--- src/sv/osfe_pkg.sv ---
// Types, constants and the CRC-4 byte step for the OOK sensor frame encoder.
// No dependencies; imported by every module of the block.
package osfe_pkg;

  localparam int SYNC_PULSES = 4;
  localparam int FRAME_W     = 40;
  localparam int SEG_COUNT   = SYNC_PULSES + 43;
  localparam int SEG_W       = $clog2(SEG_COUNT);

  localparam logic [SEG_W-1:0] SEG_GAP     = SEG_W'(0);
  localparam logic [SEG_W-1:0] SEG_START   = SEG_W'(SYNC_PULSES + 1);
  localparam logic [SEG_W-1:0] SEG_DATA_LO = SEG_W'(SYNC_PULSES + 2);
  localparam logic [SEG_W-1:0] SEG_DATA_HI = SEG_W'(SYNC_PULSES + 41);
  localparam logic [SEG_W-1:0] SEG_END     = SEG_W'(SYNC_PULSES + 42);

  localparam int CRC_BYTES = 4;
  localparam int CRC_CNT_W = $clog2(CRC_BYTES);
  localparam logic [CRC_CNT_W-1:0] CRC_LAST = CRC_CNT_W'(CRC_BYTES - 1);

  localparam int FIFO_DEPTH = 2;
  localparam int FIFO_AW    = $clog2(FIFO_DEPTH);

  localparam int US_W       = 14;
  localparam int CFG_IDX_W  = 4;
  localparam int CFG_DATA_W = 14;

  // Segment kinds
  localparam logic [2:0] KIND_GAP       = 3'd0;
  localparam logic [2:0] KIND_SYNC      = 3'd1;
  localparam logic [2:0] KIND_START_END = 3'd2;
  localparam logic [2:0] KIND_ZERO      = 3'd3;
  localparam logic [2:0] KIND_ONE       = 3'd4;

  // Register indexes
  localparam logic [CFG_IDX_W-1:0] REG_PULSE_HIGH = 4'd0;
  localparam logic [CFG_IDX_W-1:0] REG_ZERO_GAP   = 4'd1;
  localparam logic [CFG_IDX_W-1:0] REG_ONE_GAP    = 4'd2;
  localparam logic [CFG_IDX_W-1:0] REG_START_GAP  = 4'd3;
  localparam logic [CFG_IDX_W-1:0] REG_SYNC_HIGH  = 4'd4;
  localparam logic [CFG_IDX_W-1:0] REG_SYNC_LOW   = 4'd5;
  localparam logic [CFG_IDX_W-1:0] REG_CRC_POLY   = 4'd6;
  localparam logic [CFG_IDX_W-1:0] REG_CRC_SEED   = 4'd7;

  // Register reset values
  localparam logic [US_W-1:0] RST_PULSE_HIGH = 14'd705;   // 750 - 45
  localparam logic [US_W-1:0] RST_ZERO_GAP   = 14'd1705;  // 1750 - 45
  localparam logic [US_W-1:0] RST_ONE_GAP    = 14'd3955;  // 4000 - 45
  localparam logic [US_W-1:0] RST_START_GAP  = 14'd7705;  // 7750 - 45
  localparam logic [US_W-1:0] RST_SYNC_HIGH  = 14'd1200;
  localparam logic [US_W-1:0] RST_SYNC_LOW   = 14'd800;
  localparam logic [3:0]      RST_CRC_POLY   = 4'd3;
  localparam logic [3:0]      RST_CRC_SEED   = 4'd0;

  typedef logic [FRAME_W-1:0] frame_t;

  typedef struct packed {
    logic [7:0]  sensor_id;
    logic [1:0]  trend;
    logic [11:0] temperature;
    logic [7:0]  humidity_bcd;
    logic [1:0]  channel;
  } in_t;

  typedef struct packed {
    logic [US_W-1:0] on_us;
    logic [US_W-1:0] off_us;
    logic [2:0]      segment_kind;
    logic            last;
  } out_t;

  typedef struct packed {
    logic [US_W-1:0] pulse_high_us;
    logic [US_W-1:0] zero_gap_us;
    logic [US_W-1:0] one_gap_us;
    logic [US_W-1:0] start_gap_us;
    logic [US_W-1:0] sync_high_us;
    logic [US_W-1:0] sync_low_us;
    logic [3:0]      crc_poly;
    logic [3:0]      crc_seed;
  } cfg_t;

  typedef struct packed {
    logic full;
    logic empty;
  } fifo_stat_t;

  // One byte of MSB-first CRC-4; the low nibble of the working byte always
  // drains to zero, so four bits of remainder carry between bytes.
  function automatic logic [3:0] crc4_byte(logic [3:0] rem, logic [7:0] data,
                                           logic [3:0] poly);
    logic [7:0] r;
    r = {rem, 4'b0000} ^ data;
    for (int k = 0; k < 8; k++) begin
      if (r[7]) begin
        r = {r[6:0], 1'b0} ^ {poly, 4'b0000};
      end else begin
        r = {r[6:0], 1'b0};
      end
    end
    return r[7:4];
  endfunction

endpackage

--- src/sv/osfe_front.sv ---
// Front end: accepts readings, runs CRC-4 one byte per cycle, packs the frame.
// Depends on osfe_pkg; feeds osfe_fifo.
module osfe_front import osfe_pkg::*; (
  input  logic       clk,
  input  logic       rst_n,
  input  logic       start,
  output logic       busy,
  input  in_t        in_data,
  input  cfg_t       cfg,
  input  fifo_stat_t stat,
  output logic       push,
  output frame_t     push_data
);

  logic                 active_r;
  logic [CRC_CNT_W-1:0] cnt_r;
  logic [3:0]           rem_r;
  in_t                  in_r;
  logic [7:0]           byte_sel;
  logic [3:0]           crc_nxt;
  logic [3:0]           crc_final;
  logic                 last_byte;
  logic                 accept;

  always_comb begin
    case (cnt_r)
      2'd0:    byte_sel = in_r.sensor_id;
      // CRC sees the channel nibble in place of the CRC nibble
      2'd1:    byte_sel = {2'b00, in_r.channel, 2'b00, in_r.trend};
      2'd2:    byte_sel = in_r.temperature[11:4];
      default: byte_sel = {in_r.temperature[3:0], in_r.humidity_bcd[7:4]};
    endcase
  end

  assign crc_nxt   = crc4_byte(rem_r, byte_sel, cfg.crc_poly);
  assign crc_final = crc_nxt ^ in_r.humidity_bcd[3:0];
  assign last_byte = (cnt_r == CRC_LAST);
  assign push      = active_r && last_byte && !stat.full;
  assign busy      = active_r && !push;
  assign accept    = start && !busy;

  assign push_data = {in_r.sensor_id, crc_final, 2'b00, in_r.trend, in_r.temperature,
                      in_r.humidity_bcd, 2'b00, in_r.channel};

  always_ff @(posedge clk) begin
    if (!rst_n) begin
      active_r <= 1'b0;
      cnt_r    <= '0;
    end else if (accept) begin
      active_r <= 1'b1;
      cnt_r    <= '0;
    end else if (active_r && !last_byte) begin
      cnt_r    <= cnt_r + 1'b1;
    end else if (push) begin
      active_r <= 1'b0;
    end
  end

  always_ff @(posedge clk) begin
    if (accept) begin
      in_r  <= in_data;
      rem_r <= cfg.crc_seed;
    end else if (active_r && !last_byte) begin
      rem_r <= crc_nxt;
    end
  end

endmodule

--- src/sv/osfe_fifo.sv ---
// Short frame queue between front end and segment sequencer.
// Depends on osfe_pkg.
module osfe_fifo import osfe_pkg::*; (
  input  logic       clk,
  input  logic       rst_n,
  input  logic       push,
  input  frame_t     push_data,
  input  logic       pop,
  output frame_t     rd_data,
  output fifo_stat_t stat
);

  frame_t             mem_r [FIFO_DEPTH];
  logic [FIFO_AW-1:0] wr_ptr_r;
  logic [FIFO_AW-1:0] rd_ptr_r;
  logic [FIFO_AW:0]   count_r;

  function automatic logic [FIFO_AW-1:0] ptr_inc(logic [FIFO_AW-1:0] p);
    return (p == FIFO_AW'(FIFO_DEPTH - 1)) ? '0 : p + 1'b1;
  endfunction

  assign stat.full  = (count_r == (FIFO_AW+1)'(FIFO_DEPTH));
  assign stat.empty = (count_r == '0);
  assign rd_data    = mem_r[rd_ptr_r];

  always_ff @(posedge clk) begin
    if (push) begin
      mem_r[wr_ptr_r] <= push_data;
    end
  end

  always_ff @(posedge clk) begin
    if (!rst_n) begin
      wr_ptr_r <= '0;
      rd_ptr_r <= '0;
      count_r  <= '0;
    end else begin
      if (push) begin
        wr_ptr_r <= ptr_inc(wr_ptr_r);
      end
      if (pop) begin
        rd_ptr_r <= ptr_inc(rd_ptr_r);
      end
      if (push && !pop) begin
        count_r <= count_r + 1'b1;
      end else if (pop && !push) begin
        count_r <= count_r - 1'b1;
      end
    end
  end

endmodule

--- src/sv/osfe_back.sv ---
// Back end: walks one queued frame through its segments, one per cycle.
// Depends on osfe_pkg; drains osfe_fifo.
module osfe_back import osfe_pkg::*; (
  input  logic       clk,
  input  logic       rst_n,
  input  cfg_t       cfg,
  input  fifo_stat_t stat,
  input  frame_t     rd_data,
  output logic       pop,
  output logic       out_valid,
  output out_t       out_data
);

  logic             active_r;
  logic [SEG_W-1:0] seg_r;
  frame_t           frame_r;
  logic             out_valid_r;
  out_t             out_r;
  out_t             seg;
  logic             in_data_seg;
  logic             seg_done;

  assign seg_done    = (seg_r == SEG_END);
  assign pop         = !stat.empty && (!active_r || seg_done);
  assign in_data_seg = (seg_r >= SEG_DATA_LO) && (seg_r <= SEG_DATA_HI);

  always_comb begin
    seg = '0;
    if (seg_r == SEG_GAP) begin
      seg.on_us        = '0;
      seg.off_us       = cfg.start_gap_us;
      seg.segment_kind = KIND_GAP;
    end else if (seg_r < SEG_START) begin
      seg.on_us        = cfg.sync_high_us;
      seg.off_us       = cfg.sync_low_us;
      seg.segment_kind = KIND_SYNC;
    end else if (in_data_seg) begin
      seg.on_us        = cfg.pulse_high_us;
      seg.off_us       = frame_r[FRAME_W-1] ? cfg.one_gap_us : cfg.zero_gap_us;
      seg.segment_kind = frame_r[FRAME_W-1] ? KIND_ONE : KIND_ZERO;
    end else begin
      seg.on_us        = cfg.pulse_high_us;
      seg.off_us       = cfg.start_gap_us;
      seg.segment_kind = KIND_START_END;
      seg.last         = seg_done;
    end
  end

  always_ff @(posedge clk) begin
    if (!rst_n) begin
      active_r    <= 1'b0;
      seg_r       <= '0;
      out_valid_r <= 1'b0;
    end else begin
      out_valid_r <= active_r;
      if (pop) begin
        active_r <= 1'b1;
        seg_r    <= '0;
      end else if (active_r) begin
        active_r <= !seg_done;
        seg_r    <= seg_r + 1'b1;
      end
    end
  end

  always_ff @(posedge clk) begin
    out_r <= seg;
    if (pop) begin
      frame_r <= rd_data;
    end else if (active_r && in_data_seg) begin
      frame_r <= {frame_r[FRAME_W-2:0], 1'b0};
    end
  end

  assign out_valid = out_valid_r;
  assign out_data  = out_r;

endmodule

--- src/sv/ook_sensor_frame_encoder_core.sv ---
// Top level of the OOK pulse-distance sensor frame encoder.
// Depends on osfe_pkg, osfe_front, osfe_fifo and osfe_back.
//
//  channel | ports                          | handshake
//  --------+--------------------------------+-----------------------------------
//  input   | start, busy, in_data           | taken when start && !busy
//  result  | out_valid, out_data            | valid per segment, no back-pressure
//  config  | cfg_valid, cfg_ready,          | written when cfg_valid && cfg_ready
//          | cfg_index, cfg_data            | (cfg_ready is always high)
//
// A reading runs through the front end one CRC-4 byte per cycle, then waits in
// a two-frame queue. The back-end sequencer emits SYNC_PULSES + 43 segments
// (47) at one per cycle; that sequencer sets the sustained reading rate. With
// the queue empty, a frame goes on to the back end, whose first segment leaves
// through its output register. Reset is synchronous, active low, and restores
// register defaults at once; no clearing pass. busy rises only while the front
// end holds a finished frame against a full queue or is mid-CRC.
module ook_sensor_frame_encoder_core import osfe_pkg::*; (
  input  logic                  clk,
  input  logic                  rst_n,
  input  logic                  start,
  output logic                  busy,
  input  in_t                   in_data,
  output logic                  out_valid,
  output out_t                  out_data,
  input  logic                  cfg_valid,
  output logic                  cfg_ready,
  input  logic [CFG_IDX_W-1:0]  cfg_index,
  input  logic [CFG_DATA_W-1:0] cfg_data
);

  cfg_t       cfg_r;
  logic       push;
  logic       pop;
  frame_t     push_data;
  frame_t     rd_data;
  fifo_stat_t stat;

  assign cfg_ready = 1'b1;

  // Register file: keep the low bits of each write, drop unknown indexes.
  always_ff @(posedge clk) begin
    if (!rst_n) begin
      cfg_r.pulse_high_us <= RST_PULSE_HIGH;
      cfg_r.zero_gap_us   <= RST_ZERO_GAP;
      cfg_r.one_gap_us    <= RST_ONE_GAP;
      cfg_r.start_gap_us  <= RST_START_GAP;
      cfg_r.sync_high_us  <= RST_SYNC_HIGH;
      cfg_r.sync_low_us   <= RST_SYNC_LOW;
      cfg_r.crc_poly      <= RST_CRC_POLY;
      cfg_r.crc_seed      <= RST_CRC_SEED;
    end else if (cfg_valid && cfg_ready) begin
      unique case (cfg_index)
        REG_PULSE_HIGH: cfg_r.pulse_high_us <= cfg_data;
        REG_ZERO_GAP:   cfg_r.zero_gap_us   <= cfg_data;
        REG_ONE_GAP:    cfg_r.one_gap_us    <= cfg_data;
        REG_START_GAP:  cfg_r.start_gap_us  <= cfg_data;
        REG_SYNC_HIGH:  cfg_r.sync_high_us  <= cfg_data;
        REG_SYNC_LOW:   cfg_r.sync_low_us   <= cfg_data;
        REG_CRC_POLY:   cfg_r.crc_poly      <= cfg_data[3:0];
        REG_CRC_SEED:   cfg_r.crc_seed      <= cfg_data[3:0];
        default: ;
      endcase
    end
  end

  // Accept readings and build the CRC-protected frame.
  osfe_front u_front (
    .clk       (clk),
    .rst_n     (rst_n),
    .start     (start),
    .busy      (busy),
    .in_data   (in_data),
    .cfg       (cfg_r),
    .stat      (stat),
    .push      (push),
    .push_data (push_data)
  );

  // Decouple front end from segment sequencer.
  osfe_fifo u_fifo (
    .clk       (clk),
    .rst_n     (rst_n),
    .push      (push),
    .push_data (push_data),
    .pop       (pop),
    .rd_data   (rd_data),
    .stat      (stat)
  );

  // Emit gap, sync, start, data and end segments.
  osfe_back u_back (
    .clk       (clk),
    .rst_n     (rst_n),
    .cfg       (cfg_r),
    .stat      (stat),
    .rd_data   (rd_data),
    .pop       (pop),
    .out_valid (out_valid),
    .out_data  (out_data)
  );

endmodule

--- config.mk ---
export PLATFORM = sky130hd
export DESIGN_NAME = ook_sensor_frame_encoder_core
export DESIGN_NICKNAME = d
export VERILOG_FILES = /design/src/sv/osfe_pkg.sv /design/src/sv/osfe_front.sv /design/src/sv/osfe_fifo.sv /design/src/sv/osfe_back.sv /design/src/sv/ook_sensor_frame_encoder_core.sv
export SDC_FILE = /design/constraint.sdc
export NUM_CORES = 1
export LEC_CHECK = 0
export ABC_AREA = 1
export CAP_MARGIN = 30
export CORE_MARGIN = 2
export CORE_UTILIZATION = 55
export DETAILED_ROUTE_END_ITERATION = 7
export DONT_BUFFER_PORTS = 1
export PLACE_DENSITY = 0.7
export SLEW_MARGIN = 20
export SYNTH_ARGS = -nofsm -noshare
export SYNTH_HDL_FRONTEND = slang
export SYNTH_SLANG_ARGS = --single-unit
--- constraint.sdc ---
create_clock -name clk -period 8.35 [get_ports clk]
set_input_delay 0.4175 -clock clk [delete_from_list [all_inputs] [get_ports clk]]
set_output_delay 0.4175 -clock clk [all_outputs]
set_load 0.1 [all_outputs]
==> flow_summary.yaml <==
placement:
  dpl_cell_area_um2: 11900
  place_ws_ns: 4.66
  gp_congestion: 0.828
  numPortBuffers: 0
  dp_hpwl_um: 16800
sta:
  post-route-min-period_ns: 3.73
  worst_pin_slew_ns: 1.04
  period_share: 0.447
  rsz0062_at_grt: "false"
  max_slew_margin: 0.303
  fmax_mhz: 268
  setup_viol: 0
  holdWs_ns: 0.0123
  fin_ws_ns: 4.62
  slew_violations: 0
  final_hold_viol_count: 0
  fin_setup_tns_ns: 0
  finClkSkew_ns: 0.00982
final_layout:
  final_area_um2: 13300
  areaGrowthSynthToFinish_pct: 14.7
  fillerInstances: 1656
  drive_above_1_share: 0.0837
  nets: 1318
power:
  p_leak_uw: 0.00521
  p_clk_frac: 0.287
  powerDensity_nw_per_um2: 335
  p_int_uw: 2880
  irDropWorstVdd_mv: 0.295
  p_sw_uw: 1590
  p_seq_frac: 0.474
  swShare: 0.356
  pwr-share-comb: 0.239
logic_synthesis:
  netlist_instances: 1221
  synth_area_per_cell_um2: 9.53
  ys_top_cells_by_count: "nand2_1 (248), nor2_1 (171), edfxtp_1 (148)"
  synth_top_area_frac: 0.382
  yosysMostFrequentCell: "nand2_1"
  synth-edff-count: 148
  ys_async_sr_fraction: 0
  synth-seq-cells: 288
  synth_area_um2: 11600
  synth_nets: 1284
  synthTopCellsByArea: "edfxtp_1 (38%), dfxtp_1 (24%), nand2_1 (8.0%)"
  ys_seq_area_frac: 0.623
  synth_top_cell_by_area: "edfxtp_1"
  synth_cell_type_count: 39
  synthFlopType: "edfxtp_1"
  yosys_warnings: 0
flow_run:
  maxCapViolCount: 0
grt:
  grtUsageMet2: 0.430
  grt_max_degree: 73
  grt_busiest_layer: "met2"
  grt_overflow: 0
  grt_pass1_vias: 8233
  grt_util_all_layers: 0.245
  grt_pass1_wl_um: 43000
  grt_use_met1: 0.299
  antenna_found_initial: 0
  met3_usage: 0.0457
floorplanning:
  start_util: 0.557
  die_w_um: 149
  core_area_um2: 20900
  ios: 89
  die_area_um2: 22300
  row_count: 53
  die_y_um: 149
routing:
  post-route-drc-count: 0
  vias: 8623
  wirelength_um: 27400
  firstDrtPassIters: 6
  post_drt_wl_per_cell_um: 17.7
  avgViaCountPerCell: 5.55
  drtIter0Drc: 637
  ant_nets: 0
clocking:
  cts.reportedPaths.clkPinSlew_ns: 0.06
  cts_max_path_buffers: 3
  htreeDepth: 1
  cts_tree: "done"
  clock-root-buffer: "clkbuf_16"
  cts_num_sinks: 288
  clk_latency_ns: 0.54
  cts_made_buffers: 30
worst_setup_path:
  worstPathArrival_ns: 4.02
  cp.required_ns: 8.64
  cpLargestDelayFamily: "simple AND/OR/NAND/NOR gates"
  slowest_stage: "dfxtp_1"
  critical_path.startpoint_type: "flip-flop"
  max_stage_delay_ns: 0.39
  cpMostUsedCell: "nand2_2"
  cp-end-kind: "flip-flop"
  crit_buf_inv: 2
  path_class: "flip-flop to flip-flop"
  critPathMaxFanout: 21
hold_path:
  hp-class: "input pin to flip-flop"
status:
  status: "finished clean"
[logic make-up (layout without fill, tap and decap cells)]
group,after synthesis,in the layout,synth area share
buffers and inverters,154,211,0.0520
AO/OA/AOI/OAI,223,223,0.108
flip-flops,288,288,0.623
other,1,2,0.000322
AND/OR/NAND/NOR,525,525,0.191
adder cells (fa/ha/maj),9,9,0.00967
XOR/XNOR,21,21,0.0164
[power groups by stage]
| stage | combinational (µW) | clock [µW] | sequential [µW] |
|---|---|---|---|
| floorplan | 794 | 0 | 2120 |
| global placement | 969 | 0 | 2160 |
| detailed placement | 1050 | 0 | 2150 |
| CTS | 1080 | 1300 | 2120 |
| global route | 1200 | 1350 | 2140 |
| finish | 1070 | 1280 | 2120 |
[final timing paths]
check / endpoint / cells past startpoint / slack, ns / from
setup / recovery: u_fifo.mem_r[0][27] / 29 / 4.62 / u_front.cnt_r[0]
hold / removal: cfg_r[30] / 2 / 0.01 / cfg_data[8]
setup reg to reg: u_fifo.mem_r[0][27] / 29 / 4.62 / u_front.cnt_r[0]
hold reg to reg: cfg_r[49] / 2 / 0.45 / cfg_r[49]
[cell usage in the layout, fill, tap and decap left out, drive strengths merged, types with 4 or more instances in the layout]
| cell | instances |
|---|---|
| dfxtp | 140 |
| edfxtp | 148 |
| inv | 92 |
| a21oi | 53 |
| o221ai | 4 |
| o21ai | 97 |
| clkinv | 14 |
| buf | 15 |
| clkbuf | 40 |
| a31oi | 38 |
| xor2 | 14 |
| nand2 | 272 |
| or2 | 4 |
| ha | 9 |
| o211ai | 7 |
| nand3 | 66 |
| nor2 | 174 |
| dlygate4sd3 | 48 |
| o22ai | 11 |
| a221oi | 10 |
| xnor2 | 7 |
[routing by layer]
metal	wire length [µm]	share of wire
met3	1720	0.063
met5	0	0
met4	932	0.034
met1	11100	0.40
met2	13700	0.50
[final cells by class]
class                           count  area [µm²]  area share
Clock buffer                       40         862      0.0646
Sequential cell                   288        7250       0.543
Antenna cell                        1        2.50    0.000187
Inverter                           93         349      0.0262
Tap cell                          275         344      0.0258
Multi-Input combinational cell    779        3820       0.286
Clock inverter                     15         101     0.00759
Timing Repair Buffer               63         623      0.0467
[per-stage QoR]
| stage | total power [µW] | utilization | cells |
|---|---|---|---|
| 4_1_cts | 4500 | 0.639 | 1553 |
| 3_5_place_dp | 3200 | 0.570 | 1449 |
| 3_3_place_gp | 3130 | 0.567 | 1446 |
| 6_report | 4470 | 0.639 | 1554 |
| 2_1_floorplan | 2910 | - | 1221 |
| 5_1_grt | 4700 | 0.639 | 1553 |
[what timing repair did]
item,in CTS,in global routing
buffers inserted,0,0
hold buffers,49,0
gates resized for setup,0,0
endpoints found under the hold margin,63,0
[state kept, by name (all words and copies together) (netlist names), named ones only]
name               flops
u_front.push_data     32
u_front.rem_r          4
u_back.out_data       32
u_back.seg_r           6
u_fifo.rd_ptr_r        1
cfg_r                 92
u_front.active_r       1
u_front.cnt_r          2
u_back.active_r        1
u_back.out_valid       1
u_fifo.mem_r          72
u_back.frame_r        40
u_fifo.count_r         2
u_fifo.wr_ptr_r        1
(Power assumes the default switching activity.)
